`src/b32enc_pkg.sv`:
```
// Shared types, constants and helpers of the Bech32 string encoder.
`default_nettype none

package b32enc_pkg;

   // Default depth of the readable-part store.
   localparam int MAX_PREFIX_DEF = 16;

   localparam int CSUM_W = 30;

   // BCH generator terms, one for each bit of the checksum's top symbol.
   localparam logic [CSUM_W-1:0] GEN [5] = '{
      30'h3b6a57b2, 30'h26508e6d, 30'h1ea119fa, 30'h3d4233dd, 30'h2a1462b3
   };

   // Symbol alphabet, symbol 0 in the top byte.
   localparam logic [255:0] ALPHABET = "qpzry9x8gf2tvdw0s3jn54khce6mua7l";

   localparam logic [7:0] SEPARATOR = "1";

   // Request kinds carried on req_tuser.
   typedef enum logic [1:0] {
      FUNC_CHAR   = 2'd0,
      FUNC_DATA   = 2'd1,
      FUNC_FINISH = 2'd2,
      FUNC_NONE   = 2'd3
   } func_type;

   // Operations of the checksum unit.
   typedef enum logic [1:0] {
      CS_HOLD  = 2'd0,
      CS_INIT  = 2'd1,
      CS_FEED  = 2'd2,
      CS_SHIFT = 2'd3
   } csum_op_type;

   typedef struct packed {
      csum_op_type op;
      logic [4:0]  sym;
   } csum_cmd_type;

   function automatic logic [7:0] sym_char(input logic [4:0] sym);
      return ALPHABET[8 * (31 - int'(sym)) +: 8];
   endfunction

endpackage : b32enc_pkg

`default_nettype wire

```
`src/b32enc_polymod.sv`:
```
// Shared BCH checksum unit: one 5-bit symbol step, init or symbol shift per cycle.
`default_nettype none

module b32enc_polymod (
   input  wire logic                            clock,
   input  wire logic                            reset,
   input  wire b32enc_pkg::csum_cmd_type        cmd,
   output logic [b32enc_pkg::CSUM_W-1:0]        csum
);

   logic [b32enc_pkg::CSUM_W-1:0] csum_ff;
   logic [b32enc_pkg::CSUM_W-1:0] csum_in;
   logic [b32enc_pkg::CSUM_W-1:0] fed;
   logic [4:0]                    top;

   always_comb begin
      top = csum_ff[29:25];
      fed = {csum_ff[24:0], 5'd0} ^ {25'd0, cmd.sym};
      for (int j = 0; j < 5; j++) begin
         if (top[j]) begin
            fed = fed ^ b32enc_pkg::GEN[j];
         end
      end
      case (cmd.op)
         b32enc_pkg::CS_HOLD:  csum_in = csum_ff;
         b32enc_pkg::CS_INIT:  csum_in = 30'd1;
         b32enc_pkg::CS_FEED:  csum_in = fed;
         b32enc_pkg::CS_SHIFT: csum_in = {csum_ff[24:0], 5'd0};
         default:              csum_in = csum_ff;
      endcase
   end

   always_ff @(posedge clock) begin
      if (reset) begin
         csum_ff <= 30'd1;
      end else begin
         csum_ff <= csum_in;
      end
   end

   assign csum = csum_ff;

endmodule : b32enc_polymod

`default_nettype wire

```
`src/bech32_string_encoder_unit.sv`:
```
// Top level of the Bech32 string encoder: sequencer, readable-part store, output register.
//
// Usage: each request on the req_ channel carries a kind on req_tuser (readable-part
// character, data byte, finish) and a byte on req_tdata. The rsp_ channel streams the
// encoded string one ASCII character per response; rsp_tlast marks the final checksum
// character and rsp_tuser flags a readable-part character dropped for a full store.
// The block takes one request at a time: req_tready is high only in the idle state.
// Steps per request, run by the sequencer that drives the single checksum unit one
// symbol per cycle unless an emitting step waits on the output register:
//   readable-part character   checksum step on the top three bits, echo, store
//   data byte                 load, then symbols emitted (1 or 2)
//   first data byte / finish  adds zero step, stored readable-part characters (store walk), separator
//   finish                    pad, six zero steps, six checksum characters
// An emitting step waits while the output register holds an untaken response, so a
// stalled receiver simply stretches the request; nothing is lost or repeated.
// Reset (synchronous) returns to the readable-part phase with an empty store, the
// checksum at one and no response pending. Store contents are not cleared; only
// entries below the count are ever read. Finish also restores the phase, the empty store and the checksum.
`default_nettype none

module bech32_string_encoder_unit #(
   parameter int MAX_PREFIX = b32enc_pkg::MAX_PREFIX_DEF
) (
   input  wire logic       clock,
   input  wire logic       reset,
   input  wire logic       req_tvalid,
   output logic            req_tready,
   input  wire logic [7:0] req_tdata,   // [7:0] value
   input  wire logic [1:0] req_tuser,   // [1:0] func
   output logic            rsp_tvalid,
   input  wire logic       rsp_tready,
   output logic [7:0]      rsp_tdata,   // [7:0] character
   output logic            rsp_tlast,   // last
   output logic            rsp_tuser    // [0] error
);

   localparam int CNT_W = $clog2(MAX_PREFIX + 1);
   localparam int IDX_W = (MAX_PREFIX > 1) ? $clog2(MAX_PREFIX) : 1;

   typedef enum logic [9:0] {
      S_IDLE     = 10'b00_0000_0001,
      S_DISPATCH = 10'b00_0000_0010,
      S_PFX_ZERO = 10'b00_0000_0100,
      S_PFX_WALK = 10'b00_0000_1000,
      S_SEP      = 10'b00_0001_0000,
      S_LOAD     = 10'b00_0010_0000,
      S_SYM      = 10'b00_0100_0000,
      S_PAD      = 10'b00_1000_0000,
      S_ZEROS    = 10'b01_0000_0000,
      S_CSUM     = 10'b10_0000_0000
   } state_type;

   state_type                  state_ff, state_in;
   b32enc_pkg::func_type       func_ff, func_in;
   logic [7:0]                 value_ff, value_in;
   logic [CNT_W-1:0]           count_ff, count_in;
   logic [CNT_W-1:0]           walk_ff, walk_in;
   logic [11:0]                acc_ff, acc_in;
   logic [3:0]                 bc_ff, bc_in;
   logic                       phase_ff, phase_in;
   logic [2:0]                 step_ff, step_in;

   // readable-part store
   logic [7:0]                 mem_ff [MAX_PREFIX];
   logic [7:0]                 rd_data_ff;
   logic                       mem_wr;

   // output register
   logic                       out_vld_ff, out_vld_in;
   logic [7:0]                 out_char_ff;
   logic                       out_last_ff;
   logic                       out_err_ff;

   logic                       emit_req, can_emit, emit_fire;
   logic [7:0]                 emit_char;
   logic                       emit_last, emit_err;

   b32enc_pkg::csum_cmd_type   cmd;
   logic [b32enc_pkg::CSUM_W-1:0] csum;

   logic [4:0]                 data_sym;
   logic [16:0]                pad_w;
   logic [4:0]                 out_sym;

   b32enc_polymod u_polymod (
      .clock (clock),
      .reset (reset),
      .cmd   (cmd),
      .csum  (csum)
   );

   assign can_emit  = !out_vld_ff || rsp_tready;
   assign emit_fire = emit_req && can_emit;
   assign req_tready = (state_ff == S_IDLE);

   always_comb begin
      data_sym = 5'(acc_ff >> (bc_ff - 4'd5));
      pad_w    = {5'd0, acc_ff} << (4'd5 - bc_ff);
      out_sym  = csum[29:25] ^ {4'd0, (step_ff == 3'd5)};
   end

   always_comb begin
      state_in  = state_ff;
      func_in   = func_ff;
      value_in  = value_ff;
      count_in  = count_ff;
      walk_in   = walk_ff;
      acc_in    = acc_ff;
      bc_in     = bc_ff;
      phase_in  = phase_ff;
      step_in   = step_ff;
      mem_wr    = 1'b0;
      emit_req  = 1'b0;
      emit_char = 8'd0;
      emit_last = 1'b0;
      emit_err  = 1'b0;
      cmd.op    = b32enc_pkg::CS_HOLD;
      cmd.sym   = 5'd0;

      case (state_ff)
         S_IDLE: begin
            if (req_tvalid) begin
               func_in  = b32enc_pkg::func_type'(req_tuser);
               value_in = req_tdata;
               walk_in  = '0;
               state_in = S_DISPATCH;
            end
         end

         S_DISPATCH: begin
            case (func_ff)
               b32enc_pkg::FUNC_CHAR: begin
                  if (phase_ff) begin
                     state_in = S_IDLE;
                  end else if (count_ff == CNT_W'(MAX_PREFIX)) begin
                     // store full: flag and drop
                     emit_req = 1'b1;
                     emit_err = 1'b1;
                     if (can_emit) state_in = S_IDLE;
                  end else begin
                     emit_req  = 1'b1;
                     emit_char = value_ff;
                     if (can_emit) begin
                        mem_wr   = 1'b1;
                        count_in = count_ff + 1'b1;
                        cmd.op   = b32enc_pkg::CS_FEED;
                        cmd.sym  = {2'd0, value_ff[7:5]};
                        state_in = S_IDLE;
                     end
                  end
               end
               b32enc_pkg::FUNC_DATA: begin
                  state_in = phase_ff ? S_LOAD : S_PFX_ZERO;
               end
               b32enc_pkg::FUNC_FINISH: begin
                  state_in = phase_ff ? S_PAD : S_PFX_ZERO;
               end
               default: begin
                  state_in = S_IDLE;
               end
            endcase
         end

         S_PFX_ZERO: begin
            cmd.op   = b32enc_pkg::CS_FEED;
            walk_in  = '0;
            state_in = (count_ff == '0) ? S_SEP : S_PFX_WALK;
         end

         S_PFX_WALK: begin
            cmd.op  = b32enc_pkg::CS_FEED;
            cmd.sym = rd_data_ff[4:0];
            walk_in = walk_ff + 1'b1;
            if (walk_in == count_ff) state_in = S_SEP;
         end

         S_SEP: begin
            emit_req  = 1'b1;
            emit_char = b32enc_pkg::SEPARATOR;
            if (can_emit) begin
               phase_in = 1'b1;
               state_in = (func_ff == b32enc_pkg::FUNC_DATA) ? S_LOAD : S_PAD;
            end
         end

         S_LOAD: begin
            acc_in   = {acc_ff[3:0], value_ff};
            bc_in    = bc_ff + 4'd8;
            state_in = S_SYM;
         end

         S_SYM: begin
            if (bc_ff >= 4'd5) begin
               emit_req  = 1'b1;
               emit_char = b32enc_pkg::sym_char(data_sym);
               if (can_emit) begin
                  cmd.op  = b32enc_pkg::CS_FEED;
                  cmd.sym = data_sym;
                  bc_in   = bc_ff - 4'd5;
               end
            end else begin
               state_in = S_IDLE;
            end
         end

         S_PAD: begin
            step_in = '0;
            if (bc_ff != 4'd0) begin
               emit_req  = 1'b1;
               emit_char = b32enc_pkg::sym_char(pad_w[4:0]);
               if (can_emit) begin
                  cmd.op   = b32enc_pkg::CS_FEED;
                  cmd.sym  = pad_w[4:0];
                  state_in = S_ZEROS;
               end
            end else begin
               state_in = S_ZEROS;
            end
         end

         S_ZEROS: begin
            cmd.op  = b32enc_pkg::CS_FEED;
            step_in = step_ff + 1'b1;
            if (step_ff == 3'd5) begin
               step_in  = '0;
               state_in = S_CSUM;
            end
         end

         S_CSUM: begin
            // top symbol out, then shift; final xor with one lands in the last symbol
            emit_req  = 1'b1;
            emit_char = b32enc_pkg::sym_char(out_sym);
            emit_last = (step_ff == 3'd5);
            if (can_emit) begin
               cmd.op  = b32enc_pkg::CS_SHIFT;
               step_in = step_ff + 1'b1;
               if (step_ff == 3'd5) begin
                  cmd.op   = b32enc_pkg::CS_INIT;
                  count_in = '0;
                  acc_in   = '0;
                  bc_in    = '0;
                  phase_in = 1'b0;
                  step_in  = '0;
                  state_in = S_IDLE;
               end
            end
         end

         default: begin
            state_in = S_IDLE;
         end
      endcase

      out_vld_in = emit_fire ? 1'b1 : (rsp_tready ? 1'b0 : out_vld_ff);
   end

   always_ff @(posedge clock) begin
      if (reset) begin
         state_ff   <= S_IDLE;
         count_ff   <= '0;
         acc_ff     <= '0;
         bc_ff      <= '0;
         phase_ff   <= 1'b0;
         step_ff    <= '0;
         walk_ff    <= '0;
         out_vld_ff <= 1'b0;
      end else begin
         state_ff   <= state_in;
         count_ff   <= count_in;
         acc_ff     <= acc_in;
         bc_ff      <= bc_in;
         phase_ff   <= phase_in;
         step_ff    <= step_in;
         walk_ff    <= walk_in;
         out_vld_ff <= out_vld_in;
      end
   end

   always_ff @(posedge clock) begin
      func_ff  <= func_in;
      value_ff <= value_in;
      if (emit_fire) begin
         out_char_ff <= emit_char;
         out_last_ff <= emit_last;
         out_err_ff  <= emit_err;
      end
   end

   // store: one write port, one registered read port addressed by the walk counter
   always_ff @(posedge clock) begin
      if (mem_wr) begin
         mem_ff[count_ff[IDX_W-1:0]] <= value_ff;
      end
      rd_data_ff <= mem_ff[walk_in[IDX_W-1:0]];
   end

   assign rsp_tvalid = out_vld_ff;
   assign rsp_tdata  = out_char_ff;
   assign rsp_tlast  = out_last_ff;
   assign rsp_tuser  = out_err_ff;

endmodule : bech32_string_encoder_unit

`default_nettype wire

```
`config.mk`:
```
export PLATFORM = sky130hd
export DESIGN_NAME = bech32_string_encoder_unit
export DESIGN_NICKNAME = d
export VERILOG_FILES = /design/src/b32enc_pkg.sv /design/src/b32enc_polymod.sv /design/src/bech32_string_encoder_unit.sv
export SDC_FILE = /design/constraint.sdc
export NUM_CORES = 1
export LEC_CHECK = 0
export ABC_AREA = 1
export BUFFER_PORTS_ARGS = -buffer_cell sky130_fd_sc_hd__buf_2
export CORE_MARGIN = 1
export CORE_UTILIZATION = 45
export CTS_CLUSTER_DIAMETER = 40
export DETAILED_ROUTE_END_ITERATION = 10
export SLEW_MARGIN = 15
export SYNTH_ARGS = -nofsm -noshare
export SYNTH_HDL_FRONTEND = slang
export SYNTH_SLANG_ARGS = --single-unit
```
`constraint.sdc`:
```
create_clock -name clock -period 2.9 [get_ports clock]
set_clock_uncertainty 0.2 [all_clocks]
set_input_delay 0.725 -clock clock [delete_from_list [all_inputs] [get_ports clock]]
set_output_delay 0.725 -clock clock [all_outputs]
set_load 0.01 [all_outputs]
```
Word-level counts from Yosys, hierarchy flattened. Memories as Yosys holds them, arrays and structs flattened. A register that Yosys moved wholly into a read port is not among the register bits. Cells that the tools add are included.

Bits in writable memories: 128. Memories kept: 1. Flip-flop bits (word level): 91. Output and inout port bits: 12.

Memories: mem_ff (depth 16, bits a word 8, rd ports 1, clocked after Yosys merged registers in 1, wr ports 1, line bech32_string_encoder_unit.sv:64) `logic [7:0] mem_ff [MAX_PREFIX];`.

$add $sub $neg: 9. Bitwise operators: 9. Eq/ne operators: 33. Reduce and logical (&&, ||, !) cells: 25. Magnitude comparators: 1. Shifts and indexed selects: 5. Multiplexer cells: 80.

Operator list (count): $shiftx A256 B9 Y8 const A (3); $mux W30 (4); $mux W10 (11); $pmux W10 S10 (1); $pmux W30 S3 (1); $mux W7 (8); $mux W8 (7); $mux W5 (8); $pmux W8 S5 (1); $pmux W10 S3 (1); $xor A30 B5 Y30 (1); $mux W29 (1); $mux W12 (2); $ne A2 B2 Y1 const B (12); $pmux W12 S2 (1); $pmux W5 S4 (1); $not A18 Y18 (1); $sub A5 B5 Y6 const A (3); $mux W1 (17); $not A17 Y17 (1); $mux W4 (4); $not A16 Y16 (1); $pmux W5 S3 (1); $not A14 Y14 (1); 54 further kinds (70).

Longest topological paths before layout.
Depth after elaboration: 19. Depth in mapped cells: 18. Mapped depth without buffers: 17.

Hierarchy. A second synthesis with hierarchy kept.

Cell total of the unflattened synthesis: 1373. Area, all modules: 10279.9 um^2.

By module, submodules not included: bech32_string_encoder_unit (cells each 1055, times used 1, area an instance 8287.9 um^2); b32enc_polymod (cells each 318, times used 1, area an instance 1991.9 um^2).

Worst setup path after synthesis. Ideal clock, no wire load.

Path kind: reg2reg. From: register bc_ff[0]. To: register out_char_ff[4], in the netlist rsp_tdata[4] (data pin). Slack: 0.218 ns. Data arrival time: 2.208 ns. Library setup time: 0.275 ns. Cell stages (with the launch flop): 16. Data required time: 2.425 ns. Cell sequence: dfxtp_1 inv_1 buf_2 ha_1 clkbuf_1 nand3_1 nand3_1 nand2_1 nand2_1 nand2_1 inv_1 nand2_1 o21ai_0 o21ai_0 nand2_1 nand4_1.

Longest elaborated chain between the ends: 6.

RTL lines: start, declared (line bech32_string_encoder_unit.sv:59) `logic [3:0] bc_ff, bc_in;`; start signal, assigned (line bech32_string_encoder_unit.sv:272) `bc_ff <= bc_in;`; $sub A3 B4 Y4 or $sub A4 B3 Y4 (tied branches) (line bech32_string_encoder_unit.sv:98, bech32_string_encoder_unit.sv:97); $shl A12 B4 Y5 or $shr A12 B4 Y5 (tied branches) (line bech32_string_encoder_unit.sv:98, bech32_string_encoder_unit.sv:97); $sub A5 B5 Y6 (line b32enc_pkg.sv:43) `return ALPHABET[8 * (31 - int'(sym)) +: 8];`; $shiftx A256 B9 Y8 (line b32enc_pkg.sv:43); $mux W8 (on tied branches) (line bech32_string_encoder_unit.sv:208, bech32_string_encoder_unit.sv:193); $pmux W8 S5 * (line bech32_string_encoder_unit.sv:120) `case (state_ff)`; named net emit_char[4] (line bech32_string_encoder_unit.sv:75) `logic [7:0] emit_char;`; end signal, assigned (line bech32_string_encoder_unit.sv:284) `out_char_ff <= emit_char;`; end, declared (line bech32_string_encoder_unit.sv:70) `logic [7:0] out_char_ff;`.

The timed path passes the listed nets; every way through them passes the cells marked *. A chain may end at the register's enable or synchronous reset.

Worst setup path in the final report.
From: register count_ff[0]. To: memory mem_ff[14][3] (enable).

Longest elaborated chain between the ends: 7.

RTL lines: start, declared (line bech32_string_encoder_unit.sv:56) `logic [CNT_W-1:0] count_ff, count_in;`; start signal, assigned (line bech32_string_encoder_unit.sv:270) `count_ff <= count_in;`; $eq A5 B5 Y1 (line bech32_string_encoder_unit.sv:135) `end else if (count_ff == CNT_W'(MAX_PREFIX)) begin`; $mux W1 (line bech32_string_encoder_unit.sv:135); $mux W1 (line bech32_string_encoder_unit.sv:133) `if (phase_ff) begin`; $mux W1 (line bech32_string_encoder_unit.sv:131) `case (func_ff)`; $mux W1 (line bech32_string_encoder_unit.sv:120); $mux W1 (line bech32_string_encoder_unit.sv:292) `if (mem_wr) begin`; $mux W1 (not written as such) (line bech32_string_encoder_unit.sv:293) `mem_ff[count_ff[IDX_W-1:0]] <= value_ff;`; end, declared (line bech32_string_encoder_unit.sv:64).

Parallel ways exist; a longest one is shown, timed or not.

==> results_dict.tcl <==
set metrics [dict create \
    cts_buffers 17 \
    timing.rr.end "mem_ff[14][3]$_DFFE_PP_" \
    rows 54 \
    cts_sinks 176 \
    status "complete, but fails checks" \
    synth_area_leaders "edfxtp_1 (30%), dfxtp_1 (15%), nand2_1 (13%), nand3_1 (11%), inv_1 (5.6%)" \
    cts_tree "built" \
    grt_usage_pct 23.8 \
    drv_slew 0 \
    worst_path_max_delay_cell "dfxtp_1" \
    worstMarginPinSlew_ns 0.953 \
    setup_violations 0 \
    grt_pass1_vias 8317 \
    drc_errors 4 \
    ios 26 \
    drv_cap 0 \
    synth-edff-count 100 \
    fin_crit_ns 2.64 \
    fp.dieW_um 152 \
    final_util_pct 51.2 \
    synth_top_area_cell "edfxtp_1" \
    min_from "req_tdata[3]" \
    final_cell_mix "nand2_1 (357), nand3_1 (220), inv_1 (150), nor2_1 (111), edfxtp_1 (100)" \
    core_area_mm2 0.0220 \
    ys_ff_latch 176 \
    syn_inst 1351 \
    synth_cell_types 46 \
    r2r-start "count_ff[0]$_SDFFE_PP0P_" \
    critPathCaptureType "flop" \
    num_antenna_cells 0 \
    startpoint_type "flop" \
    min_path_type "in -> reg" \
    finalNonFillerCells 1672 \
    area_delta_synth_final_pct 11.1 \
    cp.required_ns 2.78 \
    die_y_um 152 \
    crit_family "simple AND/OR/NAND/NOR gates" \
    hold_viol 0 \
    grt_pass1_wl_mm 43.7 \
    clkTransAtPathRegs_ns 0.07 \
    synth_fp_nets 1378 \
    crit_path_max_incr_delay_ns 0.45 \
    finalNetCount 1406 \
    hpwl_mm 18.7 \
    grt_overflow 0 \
    fp.dieArea_mm2 0.0231 \
    drive_above_1_share_pct 10.3 \
    cts_max_path_buffers 2 \
    ant_nets 0 \
    violations "design-rule violations" \
    grt_max_degree 45 \
    r2r_cells 9 \
    cts_htree_levels 4 \
    antenna_found_initial 0 \
    powerDensity_mw_per_mm2 659 \
    setup_tns_ns 0 \
    cp.arrival_ns 2.52 \
    netlist.area_leader.share_pct 29.7 \
    r2r_slack_ns 0.26 \
    rsz0062_at_grt "no" \
    hold_end "value_ff[3]$_DFFE_PP_" \
    synthFlopType "edfxtp_1" \
    yosysSeqAreaShare_pct 44.7 \
    netlist_area_mm2 0.0101 \
    ir_drop_mv 0.534 \
    syn_avg_cell_area_um2 7.49 \
    hold_slack_ns 0.260 \
    ys_warn_count 0 \
    mostFrequentLayoutCell "nand2_1" \
    placed_cells 1640 \
    drt-pass1-iter-count 8 \
    hold_depth 1 \
    fin_crit_sh_pct 91.1 \
    clk_latency_ns 0.44 \
    nFillCells 2162 \
    cp_cell_sequence "inv_1, ha_1, nand3_1, nand2_1, nor3_4, nand2_2, inv_1, nand2_1, nor2_1" \
    vias_per_cell 5.34 \
    fmax_ghz 0.379 \
    routedWlPerCell_um 16.0 \
    worst-setup-path-type "reg -> reg" \
    portBuffers 25 \
    cts-root-buf "clkbuf_16" \
    placed_area_mm2 0.0106 \
    vias 8926 \
    stdcell_area_mm2 0.0112 \
    async_flop_share_pct 0 \
    relSlewSlack_pct 36.5 \
    place.gp.congestion 0.918 \
    path_max_fanout 6 \
    drt_iter0_drc 690 \
    p_leak_nw 5.13 \
    start_util_pct 46.1 \
    cp.buffers_inverters 2 \
    wl_mm 26.7 \
]
## per-stage QoR
stage | power [W] | setup slack, ns
floorplan | 0.00450 | 0.218
global placement | 0.00514 | 0.243
detailed placement | 0.00515 | 0.195
CTS | 0.00745 | 0.208
global route | 0.00780 | 0.0419
finish | 0.00741 | 0.258
## sequential cells by signal (all words and copies together), names as in the netlist
register        cells
rsp_tvalid          1
step_ff             3
rsp_tuser           1
mem_ff             80
bc_ff               4
count_ff            5
rsp_tlast           1
rd_data_ff          5
state_ff           10
rsp_tdata           8
func_ff             2
walk_ff             5
value_ff            8
acc_ff             12
u_polymod.csum     30
phase_ff            1
## power breakdown
| part | leakage [nW] | total (W) | internal, W | switching (W) |
|---|---|---|---|---|
| clock network | 0.281 | 0.00231 | 0.00116 | 0.00116 |
| logic | 3.31 | 0.00182 | 0.000552 | 0.00126 |
| registers | 1.53 | 0.00328 | 0.00296 | 0.000319 |
| total | 5.13 | 0.00741 | 0.00467 | 0.00274 |
## cells in the mapped netlist, types with 2 or more instances
master / n
nor2_1: 112
o21ai_0: 28
buf_1: 3
o22ai_1: 2
nor4_1: 2
dfxtp_1: 76
o2111ai_1: 2
nand2_4: 3
or2_2: 12
nand4_1: 24
a211oi_1: 3
buf_4: 8
nand3_1: 220
inv_2: 5
o311ai_0: 2
nand3_2: 3
a21oi_1: 68
a22oi_1: 4
nand2_1: 359
nor2_4: 5
and3_1: 2
o211ai_1: 3
nor2_2: 9
edfxtp_1: 100
nand3b_1: 6
xor2_1: 25
o21bai_1: 4
buf_2: 23
ha_1: 13
nand2_2: 7
clkinv_1: 2
clkbuf_1: 15
or2_1: 2
xnor2_1: 13
nor3_1: 20
o21ai_1: 7
inv_1: 150
## timing repair
action / in CTS / in global routing
resized for setup: 0 / 4
setup endpoints to repair: 0 / 5
buffers inserted: 0 / 0
hold buffers: 0 / 0
## how the worst max path moves through the flow
stage	start	end	slack, ns	cells after the start
2_1_floorplan	bc_ff[0]$_SDFFE_PP0P_	rsp_tdata[4]$_DFFE_PP_	0.22	15
3_3_place_gp	rsp_tready	u_polymod.csum[1]$_SDFFE_PP0P_	0.24	12
3_5_place_dp	rsp_tready	u_polymod.csum[1]$_SDFFE_PP0P_	0.20	12
4_1_cts	bc_ff[1]$_SDFFE_PP0P_	rsp_tdata[0]$_DFFE_PP_	0.21	15
5_1_grt	bc_ff[1]$_SDFFE_PP0P_	rsp_tdata[3]$_DFFE_PP_	0.04	15
6_report	count_ff[0]$_SDFFE_PP0P_	mem_ff[14][3]$_DFFE_PP_	0.26	9
## per-layer routing
layer	GRT usage (%)	wire, µm	up-vias
met1	34.9	13000	4160
met4	6.37	352	0
li1	-	-	4504
met5	0	0	-
met3	3.68	1520	27
met2	36.6	11900	235
## cell families (layout without fill, tap and decap cells)
family,count (synthesis),in the layout,synth area share (%)
AOI/OAI and AO/OA,126,126,6.85
buffers and inverters,208,249,8.40
and+or+nand+nor,790,790,35.1
DFF,176,176,44.7
adders and majority gates,13,13,1.61
xor gates and xnor gates,38,38,3.29
## layout make-up
type | instances | area [µm²] | share of cell area (%)
Multi-Input combinational cell | 967 | 4750 | 42.3
Sequential cell | 176 | 4520 | 40.2
Inverter | 158 | 596 | 5.30
Timing Repair Buffer | 59 | 430 | 3.83
Clock buffer | 17 | 425 | 3.78
Tap cell | 280 | 350 | 3.12
Clock inverter | 15 | 161 | 1.44
Note: power is estimated with default switching activity, not from simulation.
